`src/rtl/stpc_pkg.sv`:
```
`default_nettype none

package stpc_pkg;

    localparam int unsigned DataW   = 16;
    localparam int unsigned CfgIdxW = 2;
    localparam int unsigned QuotW   = 30;
    localparam int unsigned OpndW   = 32;

    // Q0.15 full scale for throttle and brake, Q1.14 full scale for steer
    localparam logic [DataW-1:0] DemandFull = 16'd32768;
    localparam logic [DataW-1:0] SteerFull  = 16'd16384;

    localparam logic [DataW-1:0] SteerLimitRst   = 16'd4096;
    localparam logic [DataW-1:0] GainThrottleRst = 16'd2048;
    localparam logic [DataW-1:0] GainBrakeRst    = 16'd2048;

    typedef enum logic [1:0] {
        OP_ODOMETRY = 2'd0,
        OP_COMMAND  = 2'd1,
        OP_TICK     = 2'd2,
        OP_UNUSED   = 2'd3
    } opcode_t;

    typedef enum logic [CfgIdxW-1:0] {
        CFG_STEER_LIMIT   = 2'd0,
        CFG_GAIN_THROTTLE = 2'd1,
        CFG_GAIN_BRAKE    = 2'd2,
        CFG_NONE          = 2'd3
    } cfg_index_t;

    typedef struct packed {
        logic [1:0]              opcode;
        logic signed [DataW-1:0] vel_x;
        logic signed [DataW-1:0] vel_y;
        logic signed [DataW-1:0] target_angle;
        logic signed [DataW-1:0] target_speed;
    } in_item_t;

    typedef struct packed {
        logic signed [DataW-1:0] steer_out;
        logic [DataW-1:0]        throttle_out;
        logic [DataW-1:0]        brake_out;
    } out_item_t;

    typedef struct packed {
        logic             start;
        logic             mode_sqrt;
        logic [OpndW-1:0] operand;
        logic [DataW-1:0] divisor;
    } sqdiv_req_t;

    typedef struct packed {
        logic             done;
        logic [QuotW-1:0] result;
    } sqdiv_stat_t;

endpackage

`default_nettype wire

```
`src/rtl/steer_throttle_brake_p_controller_unit.sv`:
```
// Steering and throttle/brake demand generator.
// Input channel s_*: one request per accepted item, kind given by opcode.
//   odometry stores the signed speed magnitude, command stores the target
//   angle and speed, tick produces one result on m_*; opcode 3 is dropped.
// Configuration: cfg_wr_en writes cfg_wdata to register cfg_index at once
//   (0 steer limit, 1 throttle gain, 2 brake gain); other indexes are ignored.
// One item is worked on at a time and s_ready is low meanwhile. A shared
//   17x17 multiplier and one trial-subtract root/divide unit do the work:
//   a command is stored from the idle state, odometry takes 16 root steps
//   and a tick 30 divide steps; a tick skips the divide when the limit is
//   zero and goes straight to the output when no command has been seen yet.
// Results sit in an output register; a tick that finishes while the
//   previous result is still stalled waits in the out state until m_ready takes it.
// Reset (aresetn low, synchronous) clears stored speed, angle and command
//   flag, loads the register defaults and drops m_valid.
`default_nettype none

module steer_throttle_brake_p_controller_unit (
    input  wire logic                    aclk,
    input  wire logic                    aresetn,
    input  wire logic                    cfg_wr_en,
    input  wire logic [1:0]              cfg_index,
    input  wire logic [15:0]             cfg_wdata,
    input  wire logic                    s_valid,
    output logic                         s_ready,
    input  wire stpc_pkg::in_item_t      s_data,
    output logic                         m_valid,
    input  wire logic                    m_ready,
    output stpc_pkg::out_item_t          m_data
);
    import stpc_pkg::*;

    typedef enum logic [3:0] {
        ST_IDLE,
        ST_ODO_MX,
        ST_ODO_MY,
        ST_ODO_GO,
        ST_ODO_ROOT,
        ST_TICK_MUL,
        ST_TICK_DEM,
        ST_TICK_DIV,
        ST_OUT
    } state_t;

    state_t state_reg;

    logic signed [DataW-1:0] limit_reg;
    logic [DataW-1:0]        gain_thr_reg;
    logic [DataW-1:0]        gain_brk_reg;
    logic signed [DataW-1:0] meas_reg;
    logic signed [DataW-1:0] angle_reg;
    logic signed [DataW-1:0] speed_reg;
    logic                    seen_reg;
    logic signed [DataW-1:0] vx_reg;
    logic signed [DataW-1:0] vy_reg;
    logic [31:0]             sum_reg;
    logic [31:0]             prod_reg;
    logic                    epos_reg;
    logic [DataW-1:0]        thr_reg;
    logic [DataW-1:0]        brk_reg;
    logic signed [DataW-1:0] steer_reg;
    logic                    m_valid_reg;
    out_item_t               m_data_reg;

    logic signed [16:0] mul_a;
    logic signed [16:0] mul_b;
    logic signed [33:0] mul_full;

    logic signed [16:0] err;
    logic [16:0]        err_neg;
    logic [DataW-1:0]   err_mag;
    logic               err_pos;
    logic [DataW-1:0]   angle_abs;
    logic [DataW-1:0]   limit_abs;
    logic               limit_zero;

    logic [26:0]        dem_raw;
    logic [DataW-1:0]   dem_sat;
    logic [16:0]        root;
    logic signed [DataW-1:0] speed_sat;
    logic [QuotW-1:0]   quot;
    logic [DataW-1:0]   steer_mag;
    logic signed [DataW-1:0] steer_val;

    sqdiv_req_t  sd_req;
    sqdiv_stat_t sd_stat;

    stpc_sqdiv u_sqdiv (
        .aclk    (aclk),
        .aresetn (aresetn),
        .req     (sd_req),
        .stat    (sd_stat)
    );

    always_comb begin
        err        = {speed_reg[DataW-1], speed_reg} - {meas_reg[DataW-1], meas_reg};
        err_neg    = 17'(-err);
        err_mag    = err[16] ? err_neg[DataW-1:0] : err[DataW-1:0];
        err_pos    = !err[16] && (err != '0);
        angle_abs  = angle_reg[DataW-1] ? DataW'(-angle_reg) : angle_reg;
        limit_abs  = limit_reg[DataW-1] ? DataW'(-limit_reg) : limit_reg;
        limit_zero = (limit_reg == '0);

        // shared multiplier operand select
        case (state_reg)
            ST_ODO_MX: begin
                mul_a = {vx_reg[DataW-1], vx_reg};
                mul_b = {vx_reg[DataW-1], vx_reg};
            end
            ST_ODO_MY: begin
                mul_a = {vy_reg[DataW-1], vy_reg};
                mul_b = {vy_reg[DataW-1], vy_reg};
            end
            ST_TICK_MUL: begin
                mul_a = {1'b0, err_pos ? gain_thr_reg : gain_brk_reg};
                mul_b = {1'b0, err_mag};
            end
            default: begin
                mul_a = '0;
                mul_b = '0;
            end
        endcase
        mul_full = mul_a * mul_b;

        sd_req.start     = 1'b0;
        sd_req.mode_sqrt = 1'b0;
        sd_req.operand   = {angle_abs[QuotW-15:0], 16'd0};
        sd_req.divisor   = limit_abs;
        if (state_reg == ST_ODO_GO) begin
            sd_req.start     = 1'b1;
            sd_req.mode_sqrt = 1'b1;
            sd_req.operand   = sum_reg + prod_reg;
        end else if (state_reg == ST_TICK_MUL) begin
            sd_req.start = !limit_zero;
        end

        dem_raw = prod_reg[31:5];
        dem_sat = (dem_raw > 27'(DemandFull)) ? DemandFull : dem_raw[DataW-1:0];

        // signed speed, saturated to the Q7.8 range
        root = {1'b0, sd_stat.result[DataW-1:0]};
        if (vx_reg[DataW-1]) begin
            speed_sat = (root > 17'd32768) ? 16'sh8000 : DataW'(-root);
        end else begin
            speed_sat = (root > 17'd32767) ? 16'sh7fff : root[DataW-1:0];
        end

        quot      = sd_stat.result;
        steer_mag = (quot > QuotW'(SteerFull)) ? SteerFull : quot[DataW-1:0];
        steer_val = (angle_reg[DataW-1] ^ limit_reg[DataW-1]) ? DataW'(-steer_mag)
                                                                : steer_mag;
    end

    always_ff @(posedge aclk) begin
        if (!aresetn) begin
            state_reg    <= ST_IDLE;
            limit_reg    <= SteerLimitRst;
            gain_thr_reg <= GainThrottleRst;
            gain_brk_reg <= GainBrakeRst;
            meas_reg     <= '0;
            angle_reg    <= '0;
            speed_reg    <= '0;
            seen_reg     <= 1'b0;
            m_valid_reg  <= 1'b0;
        end else begin
            if (cfg_wr_en) begin
                case (cfg_index)
                    CFG_STEER_LIMIT:   limit_reg    <= cfg_wdata;
                    CFG_GAIN_THROTTLE: gain_thr_reg <= cfg_wdata;
                    CFG_GAIN_BRAKE:    gain_brk_reg <= cfg_wdata;
                    default: ;
                endcase
            end

            prod_reg <= mul_full[31:0];
            // in ST_OUT the output register is handled below
            if (m_valid_reg && m_ready && (state_reg != ST_OUT)) begin
                m_valid_reg <= 1'b0;
            end

            case (state_reg)
                ST_IDLE: begin
                    if (s_valid) begin
                        vx_reg <= s_data.vel_x;
                        vy_reg <= s_data.vel_y;
                        case (s_data.opcode)
                            OP_ODOMETRY: state_reg <= ST_ODO_MX;
                            OP_COMMAND: begin
                                angle_reg <= s_data.target_angle;
                                speed_reg <= s_data.target_speed;
                                seen_reg  <= 1'b1;
                            end
                            OP_TICK: begin
                                if (seen_reg) begin
                                    state_reg <= ST_TICK_MUL;
                                end else begin
                                    steer_reg <= '0;
                                    thr_reg   <= '0;
                                    brk_reg   <= '0;
                                    state_reg <= ST_OUT;
                                end
                            end
                            default: ;
                        endcase
                    end
                end
                ST_ODO_MX: state_reg <= ST_ODO_MY;
                ST_ODO_MY: begin
                    sum_reg   <= prod_reg;
                    state_reg <= ST_ODO_GO;
                end
                ST_ODO_GO: state_reg <= ST_ODO_ROOT;
                ST_ODO_ROOT: begin
                    if (sd_stat.done) begin
                        meas_reg  <= speed_sat;
                        state_reg <= ST_IDLE;
                    end
                end
                ST_TICK_MUL: begin
                    epos_reg  <= err_pos;
                    state_reg <= ST_TICK_DEM;
                end
                ST_TICK_DEM: begin
                    thr_reg <= epos_reg ? dem_sat : '0;
                    brk_reg <= epos_reg ? '0 : dem_sat;
                    if (limit_zero) begin
                        steer_reg <= '0;
                        state_reg <= ST_OUT;
                    end else begin
                        state_reg <= ST_TICK_DIV;
                    end
                end
                ST_TICK_DIV: begin
                    if (sd_stat.done) begin
                        steer_reg <= steer_val;
                        state_reg <= ST_OUT;
                    end
                end
                ST_OUT: begin
                    // hold until the previous result has been taken
                    if (!m_valid_reg || m_ready) begin
                        m_data_reg.steer_out    <= steer_reg;
                        m_data_reg.throttle_out <= thr_reg;
                        m_data_reg.brake_out    <= brk_reg;
                        m_valid_reg             <= 1'b1;
                        state_reg               <= ST_IDLE;
                    end
                end
                default: state_reg <= ST_IDLE;
            endcase
        end
    end

    assign s_ready = (state_reg == ST_IDLE);
    assign m_valid = m_valid_reg;
    assign m_data  = m_data_reg;

endmodule

`default_nettype wire

```
`src/rtl/stpc_sqdiv.sv`:
```
`default_nettype none

module stpc_sqdiv (
    input  wire logic               aclk,
    input  wire logic               aresetn,
    input  wire stpc_pkg::sqdiv_req_t  req,
    output stpc_pkg::sqdiv_stat_t      stat
);
    import stpc_pkg::*;

    localparam int unsigned RemW = 19;
    localparam logic [4:0] SqrtSteps = 5'd16;
    localparam logic [4:0] DivSteps  = 5'(QuotW);

    logic [OpndW-1:0] opnd_reg;
    logic [RemW-1:0]  rem_reg;
    logic [QuotW-1:0] res_reg;
    logic [DataW-1:0] dvsr_reg;
    logic             sqrt_reg;
    logic [4:0]       cnt_reg;
    logic             busy_reg;
    logic             done_reg;

    logic [RemW-1:0]  rem_sh;
    logic [RemW-1:0]  trial;
    logic             take;

    // one trial subtract per cycle: two radicand bits for the root, one for the quotient
    always_comb begin
        if (sqrt_reg) begin
            rem_sh = {rem_reg[RemW-3:0], opnd_reg[OpndW-1 -: 2]};
            trial  = {res_reg[RemW-3:0], 2'b01};
        end else begin
            rem_sh = {rem_reg[RemW-2:0], opnd_reg[OpndW-1]};
            trial  = {3'b000, dvsr_reg};
        end
        take = (rem_sh >= trial);
    end

    always_ff @(posedge aclk) begin
        if (!aresetn) begin
            busy_reg <= 1'b0;
            done_reg <= 1'b0;
            cnt_reg  <= '0;
        end else begin
            done_reg <= busy_reg && !req.start && (cnt_reg == 5'd1);
            if (req.start) begin
                opnd_reg <= req.operand;
                dvsr_reg <= req.divisor;
                sqrt_reg <= req.mode_sqrt;
                rem_reg  <= '0;
                res_reg  <= '0;
                cnt_reg  <= req.mode_sqrt ? SqrtSteps : DivSteps;
                busy_reg <= 1'b1;
            end else if (busy_reg) begin
                rem_reg  <= take ? (rem_sh - trial) : rem_sh;
                res_reg  <= {res_reg[QuotW-2:0], take};
                opnd_reg <= sqrt_reg ? {opnd_reg[OpndW-3:0], 2'b00}
                                     : {opnd_reg[OpndW-2:0], 1'b0};
                cnt_reg  <= cnt_reg - 5'd1;
                if (cnt_reg == 5'd1) begin
                    busy_reg <= 1'b0;
                end
            end
        end
    end

    assign stat.done   = done_reg;
    assign stat.result = res_reg;

endmodule

`default_nettype wire

```
`config.mk`:
```
export PLATFORM = sky130hd
export DESIGN_NAME = steer_throttle_brake_p_controller_unit
export DESIGN_NICKNAME = d
export VERILOG_FILES = /design/src/rtl/stpc_pkg.sv /design/src/rtl/steer_throttle_brake_p_controller_unit.sv /design/src/rtl/stpc_sqdiv.sv
export SDC_FILE = /design/constraint.sdc
export NUM_CORES = 2
export LEC_CHECK = 0
export ABC_AREA = 0
export BUFFER_PORTS_ARGS = -buffer_cell sky130_fd_sc_hd__buf_2
export CELL_PAD_IN_SITES_DETAIL_PLACEMENT = 2
export CELL_PAD_IN_SITES_GLOBAL_PLACEMENT = 2
export CORE_MARGIN = 5
export CORE_UTILIZATION = 29
export DETAILED_ROUTE_END_ITERATION = 6
export GPL_TIMING_DRIVEN = 0
export PLACE_DENSITY = 0.59
export SLEW_MARGIN = 40
export SYNTH_ARGS = -nofsm -noshare
export SYNTH_HDL_FRONTEND = slang
export SYNTH_HIERARCHICAL = 1
export SYNTH_SLANG_ARGS = --single-unit
```
`constraint.sdc`:
```
create_clock -name aclk -period 23 [get_ports aclk]
set_input_delay 3.45 -clock aclk [delete_from_list [all_inputs] [get_ports aclk]]
set_output_delay 3.45 -clock aclk [all_outputs]
set_load 0.05 [all_outputs]
```
# ---- Word level (Yosys, flattened, before mapping)
# Index checks and enable logic that the tools add are counted.
dict set report word_totals {
  elab_cells 149
  ff_bits 399
}
dict set report classes {
  n_eq_ne 22
  muxes 50
  bitwise 1
  magnitude_cmp 5
  n_addsub 9
  n_reduce_logical 32
  multipliers 1
}
# cell count
set op_table {}
lappend op_table {{$mux 16} 16}
lappend op_table {{$pmux 17 s3} 2}
lappend op_table {{$mux 32} 3}
lappend op_table {{$neg 16->16} 5}
lappend op_table {{$pmux 16 s2} 2}
lappend op_table {{$pmux 16 s3} 1}
lappend op_table {{$mux 19} 2}
lappend op_table {{$mux 18} 2}
lappend op_table {{$pmux 4 s9} 1}
lappend op_table {{$mux 33} 1}
lappend op_table {{$add 32x32->32} 1}
lappend op_table {{$mul 17x17->32} 1}
lappend op_table {{$gt 30x15->1 const B} 1}
lappend op_table {{$mux 30} 1}
lappend op_table {{$mux 4} 7}
lappend op_table {{$gt 27x16->1 const B} 1}
lappend op_table {{$ge 19x19->1} 1}
lappend op_table {{$sub 18x18->18} 1}
lappend op_table {{$reduce_bool 17->1} 1}
lappend op_table {{$sub 16x16->17} 1}
lappend op_table {{$eq 4x3->1 const B} 4}
lappend op_table {{$gt 16x15->1 const B} 1}
lappend op_table {{$gt 16x16->1 const B} 1}
lappend op_table {{$logic_not 16->1} 1}
lappend op_table {{other kinds (27)} 62}

# ---- Longest topological paths before layout
dict set report depth {
  word_depth 7
  depth_mapped 36
  mapped_depth_nobuf 34
}

# ---- Cells and area by module
# Netlist, hierarchy kept.
# module area_per_inst_um2 instances cells_per_inst
set modules_own_cells {}
lappend modules_own_cells {steer_throttle_brake_p_controller_unit 26133.8 1 2767}
lappend modules_own_cells {stpc_sqdiv 5849.4 1 515}

# ---- Worst setup path before layout
# No wires, ideal clock.
dict set report synth_timing {
  kind {register -> register}
  start {reg speed_reg[0]}
  end {reg prod_reg[31], data pin}
  synth_period_minus_slack_ns 8.952
  t_required_ns 22.735
  path_slack_ns 14.048
  arrival_time_ns 8.686
  path_stages_with_launch 33
  cell_sequence {dfxtp_1 > inv_1 > ha_1 > fa_1 > nor2b_1 > o211ai_1 > a31oi_1 > a2111oi_1 > or3b_2 > a2111oi_0 > nand4_1 > clkbuf_1 > o211ai_1 > o21ai_0 > fa_1 > inv_1 > fa_1 > fa_1 > fa_1 > fa_1 > inv_1 > fa_1 > inv_1 > ha_1 > a21o_1 > nand2_1 > nand2b_1 > a221o_1 > nor2_1 > a211oi_1 > o31ai_1 > nand4b_1 > nand4_1}
}
dict set report synth_between {
  elab_chain_cells 6
  word_cells_on_any_way 10
  classes_between {add/sub (2); mul (1); mux (4); reduce/logical (3)}
}
# item line
set synth_lines {}
lappend synth_lines {{start: declaration} steer_throttle_brake_p_controller_unit.sv:52} ;# logic signed [DataW-1:0] speed_reg;
lappend synth_lines {{start signal: assignment} steer_throttle_brake_p_controller_unit.sv:190} ;# speed_reg <= s_data.target_speed;
lappend synth_lines {{$sub 16x16->17 *} steer_throttle_brake_p_controller_unit.sv:96} ;# err = {speed_reg[DataW-1], speed_reg} - {meas_reg[DataW-1], meas_reg};
lappend synth_lines {{branches (longest 4 deep; another with $neg 16->16)} n/a}
lappend synth_lines {{$mul 17x17->32 *} steer_throttle_brake_p_controller_unit.sv:123} ;# mul_full = mul_a * mul_b;
lappend synth_lines {{via mul_full[31]} steer_throttle_brake_p_controller_unit.sv:67} ;# logic signed [33:0] mul_full;
lappend synth_lines {{end signal: assignment} steer_throttle_brake_p_controller_unit.sv:175} ;# prod_reg <= mul_full[31:0];
lappend synth_lines {{end: declaration} steer_throttle_brake_p_controller_unit.sv:57} ;# logic [31:0] prod_reg;
# Mark *: on every way through the listed nets, which the timed path passes.
# A chain may end at the register's enable or synchronous reset.

# ---- Worst setup path after layout
dict set report layout_timing {
  start {reg speed_reg[0]}
  end {reg prod_reg[29], data pin}
}
# The elaborated chain is that of the path after synthesis.

==> impl_results.html <==
<table>
<tr><th>Metric</th><th>Value</th></tr>
<tr><th colspan="2">Pwr</th></tr>
<tr><td>Power Density</td><td>between 70 and 80 nW/um^2</td></tr>
<tr><td>Cell leakage power</td><td>14.9 nW</td></tr>
<tr><td>Peak ir drop on the vdd network</td><td>0.0713 mV</td></tr>
<tr><th colspan="2">Placement</th></tr>
<tr><td>RD Place Congestion</td><td>roughly 0.85</td></tr>
<tr><td>Final HPWL DP</td><td>roughly 94 mm</td></tr>
<tr><td>Total instance count after detailed placement</td><td>4,908</td></tr>
<tr><td>Post-placement setup slack</td><td>between 10,000 and 15,000 ps</td></tr>
<tr><td>Count of buffers from port buffering</td><td>between 100 and 150</td></tr>
<tr><th colspan="2">Setup path</th></tr>
<tr><td>WP data required</td><td>23,290 ps</td></tr>
<tr><td>Critical path's top delay family</td><td>compound AO/OA/AOI/OAI gates</td></tr>
<tr><td>Biggest cell delay along the critical path</td><td>a little over 700 ps</td></tr>
<tr><td>Critical path peak fanout</td><td>10</td></tr>
<tr><td>Data arrival at the endpoint of the critical path</td><td>between 10,000 and 15,000 ps</td></tr>
<tr><td>Element type at the critical path start</td><td>flip-flop</td></tr>
<tr><td>Library cell contributing the largest single delay on the critical path</td><td>a2111oi_4</td></tr>
<tr><td>Most prevalent standard cell on the critical path</td><td>fa_1</td></tr>
<tr><td>Crit path capture type</td><td>flip-flop</td></tr>
<tr><td>Classification of the worst setup path</td><td>flip-flop to flip-flop</td></tr>
<tr><td>Number of buffers and inverters on the critical path</td><td>6</td></tr>
<tr><th colspan="2">GRT</th></tr>
<tr><td>Total overflow reported by the global router</td><td>0</td></tr>
<tr><td>Largest net degree at the start of global routing</td><td>between 40 and 50</td></tr>
<tr><td>Number of antenna violations at the first check in global routing</td><td>14</td></tr>
<tr><td>GRT Util Overall</td><td>19.6%</td></tr>
<tr><td>Wire length of the first global-routing pass</td><td>around 180 mm</td></tr>
<tr><td>Via count of the first global-routing pass</td><td>about 28,000</td></tr>
<tr><th colspan="2">Cells and area</th></tr>
<tr><td>Non-filler cells, final</td><td>about 5,000</td></tr>
<tr><td>Highest-count cells in the layout ignoring fill and taps</td><td>inv_1, nand2_1, edfxtp_1</td></tr>
<tr><td>Leading cell type in the layout, fill and taps excluded</td><td>inv_1</td></tr>
<tr><td>Synthesis-to-finish area growth</td><td>14.3%</td></tr>
<tr><td>Fraction of final layout cells with drive strength greater than 1</td><td>roughly a tenth</td></tr>
<tr><td>Count of nets after finishing</td><td>4,016</td></tr>
<tr><td>Util after Layout</td><td>between 30% and 40%</td></tr>
<tr><td>Largest register FFs</td><td>48</td></tr>
<tr><th colspan="2">Route</th></tr>
<tr><td>Wire length after detailed routing</td><td>~110 mm</td></tr>
<tr><td>DRC</td><td>0</td></tr>
<tr><td>Number of violations reported at the end of detailed-routing iteration 0</td><td>between 1,000 and 1,500</td></tr>
<tr><td>Post-detailed-route wirelength per cell</td><td>approximately 23 um</td></tr>
<tr><td>Drt first pass iters</td><td>5</td></tr>
<tr><td>Total number of vias</td><td>25,100</td></tr>
<tr><td>Number of vias per cell</td><td>about 5</td></tr>
<tr><td>Routed Antenna Nets</td><td>0</td></tr>
<tr><th colspan="2">Timing</th></tr>
<tr><td>Slew Limit Fails</td><td>0</td></tr>
<tr><td>Worst Hold Margin</td><td>a little over 400 ps</td></tr>
<tr><td>Max Clock Skew</td><td>roughly 25 ps</td></tr>
<tr><td>Slack of the critical path</td><td>~11,000 ps</td></tr>
<tr><td>Count of final setup violators</td><td>0</td></tr>
<tr><td>Setup Total Neg Slack</td><td>0 ps</td></tr>
<tr><td>Transition time of the tightest slew-check pin</td><td>937 ps</td></tr>
<tr><td>Relative slew slack</td><td>37.0%</td></tr>
<tr><td>Number of hold violations in the final report</td><td>0</td></tr>
<tr><td>Setup repair after global routing missed its margin</td><td>no</td></tr>
<tr><td>Fraction of the cycle the final worst path needs</td><td>50.5%</td></tr>
<tr><td>Highest clock frequency the design can meet</td><td>around 86 MHz</td></tr>
<tr><td>Time the final worst path needs with I/O delays and setup</td><td>about 12,000 ps</td></tr>
<tr><th colspan="2">Clocking</th></tr>
<tr><td>Sinks on the clock net</td><td>~400</td></tr>
<tr><td>Insertion delay to the later sink of the worst-skew pair</td><td>620 ps</td></tr>
<tr><td>Post-CTS Resized</td><td>0</td></tr>
<tr><td>CTS tree</td><td>yes</td></tr>
<tr><td>Setup bufs post-CTS</td><td>0</td></tr>
<tr><td>Reg clk slew, reported paths</td><td>around 60 ps</td></tr>
<tr><td>Longest Clk Path Bufs</td><td>3</td></tr>
<tr><td>H-Tree Depth</td><td>2</td></tr>
<tr><td>Number of buffers added by the clock tree synthesis step</td><td>50</td></tr>
<tr><td>Clock root buffer</td><td>clkbuf_16</td></tr>
<tr><td>Quantity of hold-fixing buffers added after cts</td><td>0</td></tr>
<tr><th colspan="2">Floorplan</th></tr>
<tr><td>Top-level port count</td><td>roughly 140</td></tr>
<tr><td>Die Footprint</td><td>~120,000 um^2</td></tr>
<tr><td>Area of the core</td><td>around 110,000 um^2</td></tr>
<tr><td>Cell row count</td><td>about 120</td></tr>
<tr><td>Overall die width</td><td>342 um</td></tr>
<tr><td>Height of the chip</td><td>roughly 340 um</td></tr>
<tr><td>Effective utilization at floorplan</td><td>between 20% and 30%</td></tr>
<tr><th colspan="2">Logic synthesis</th></tr>
<tr><td>Number of synthesized flops with an enable pin</td><td>290</td></tr>
<tr><td>Part of the Yosys area used for sequential elements</td><td>around 34%</td></tr>
<tr><td>Syn Inst Count</td><td>approximately 3,300</td></tr>
<tr><td>Total nets after synthesis</td><td>roughly 3,800</td></tr>
<tr><td>Warning count from the yosys run</td><td>6</td></tr>
<tr><td>Post-synth top flop</td><td>edfxtp_1</td></tr>
<tr><td>Count of different cell masters after synthesis</td><td>between 80 and 90</td></tr>
<tr><td>Synth Register Bits</td><td>399</td></tr>
<tr><td>Average size of a mapped cell</td><td>a little under 10 um^2</td></tr>
<tr><td>Asr flop ratio synth</td><td>0%</td></tr>
<tr><td>Cell area after technology mapping</td><td>~32,000 um^2</td></tr>
<tr><th colspan="2">Status</th></tr>
<tr><td>Status</td><td>finished, final reports clean</td></tr>
<tr><th colspan="2">Min path</th></tr>
<tr><td>Worst hold-check path type</td><td>flip-flop to flip-flop</td></tr>
<tr><th colspan="2">Flow run</th></tr>
<tr><td>Max Cap Viol</td><td>0</td></tr>
</table>
[power by group]
part	internal [mW]	switching, mW	total [mW]
combinational	0.376	0.794	1.17
sequential	0.859	0.0560	0.915
clock	0.485	0.330	0.815
total	1.72	1.18	2.90
[cell usage after synthesis (15+ instances only)]
| cell type | instances | area (um^2) |
|---|---|---|
| mux2i_1 | 60 | 601 |
| inv_1 | 390 | 1460 |
| o211a_1 | 15 | 150 |
| o211ai_1 | 24 | 180 |
| a211oi_1 | 20 | 150 |
| a21boi_0 | 89 | 668 |
| o21ai_0 | 135 | 676 |
| and3_1 | 24 | 150 |
| nand3_1 | 41 | 205 |
| and2_1 | 54 | 338 |
| ha_1 | 156 | 1950 |
| nor4_1 | 24 | 150 |
| a21oi_1 | 151 | 756 |
| or3_1 | 21 | 131 |
| nand4_1 | 20 | 125 |
| buf_2 | 26 | 130 |
| o21a_1 | 28 | 210 |
| nor3_1 | 42 | 210 |
| a22o_1 | 15 | 131 |
| a21o_1 | 48 | 360 |
| clkbuf_1 | 113 | 424 |
| xnor2_1 | 78 | 683 |
| nand2_1 | 364 | 1370 |
| dfxtp_1 | 109 | 2180 |
| o31ai_1 | 17 | 128 |
| fa_1 | 285 | 5710 |
| nor2b_1 | 48 | 300 |
| edfxtp_1 | 290 | 8710 |
| xor2_1 | 43 | 377 |
| mux2_2 | 20 | 225 |
| nor2_1 | 280 | 1050 |
| a31oi_1 | 21 | 131 |
| nand2b_1 | 42 | 263 |
[cell type report]
class,count,area [um^2]
diodes,5,12.5
flip-flops and latches,399,10900
clock inverters,28,307
multi-input cells,2347,19200
inverters,390,1460
fillers,12000,72600
repair buffers,152,871
plain buffers,146,596
well taps,1476,1850
clock buffers,64,1360
[metal layers]
layer / global-route usage (%) / vias to the layer above / share of wire (%) / wire [um]
met4: 4.82 / 2 / 2.5 / 2810
met2: 33.7 / 365 / 49 / 55600
li1: - / 11600 / - / -
met1: 26.2 / 13000 / 45 / 51400
met3: 2.67 / 120 / 4.0 / 4630
met5: 0 / - / 0.010 / 12
[per-stage QoR]
| stage | cell area [um^2] | power (mW) |
|---|---|---|
| floorplan | 32000 | 1.64 |
| global placement | 34500 | 2.07 |
| detailed placement | 34800 | 2.11 |
| CTS | 36500 | 2.95 |
| global route | 36500 | 3.11 |
| finish | 36500 | 2.90 |
[path summary, 6_finish.rpt]
path | start | end | slack [ps] | depth (start not counted)
worst max-delay path | speed_reg[0] | prod_reg[29] | 11370 | 31
worst max register to register | speed_reg[0] | prod_reg[29] | 11370 | 31
worst min-delay path | brk_reg[5] | m_data[5] | 410 | 0
worst min register to register | brk_reg[5] | m_data[5] | 410 | 0
[cells by family after synthesis]
family	after synthesis	synth area share, %
muxes	81	2.62
adders and majority gates	441	23.9
DFF	399	34.1
buffers and inverters	536	6.43
AOI/OAI and AO/OA	676	14.5
and+or+nand+nor	1028	15.1
xor gates and xnor gates	121	3.31
No activity file was read; power rests on OpenSTA's default activity.
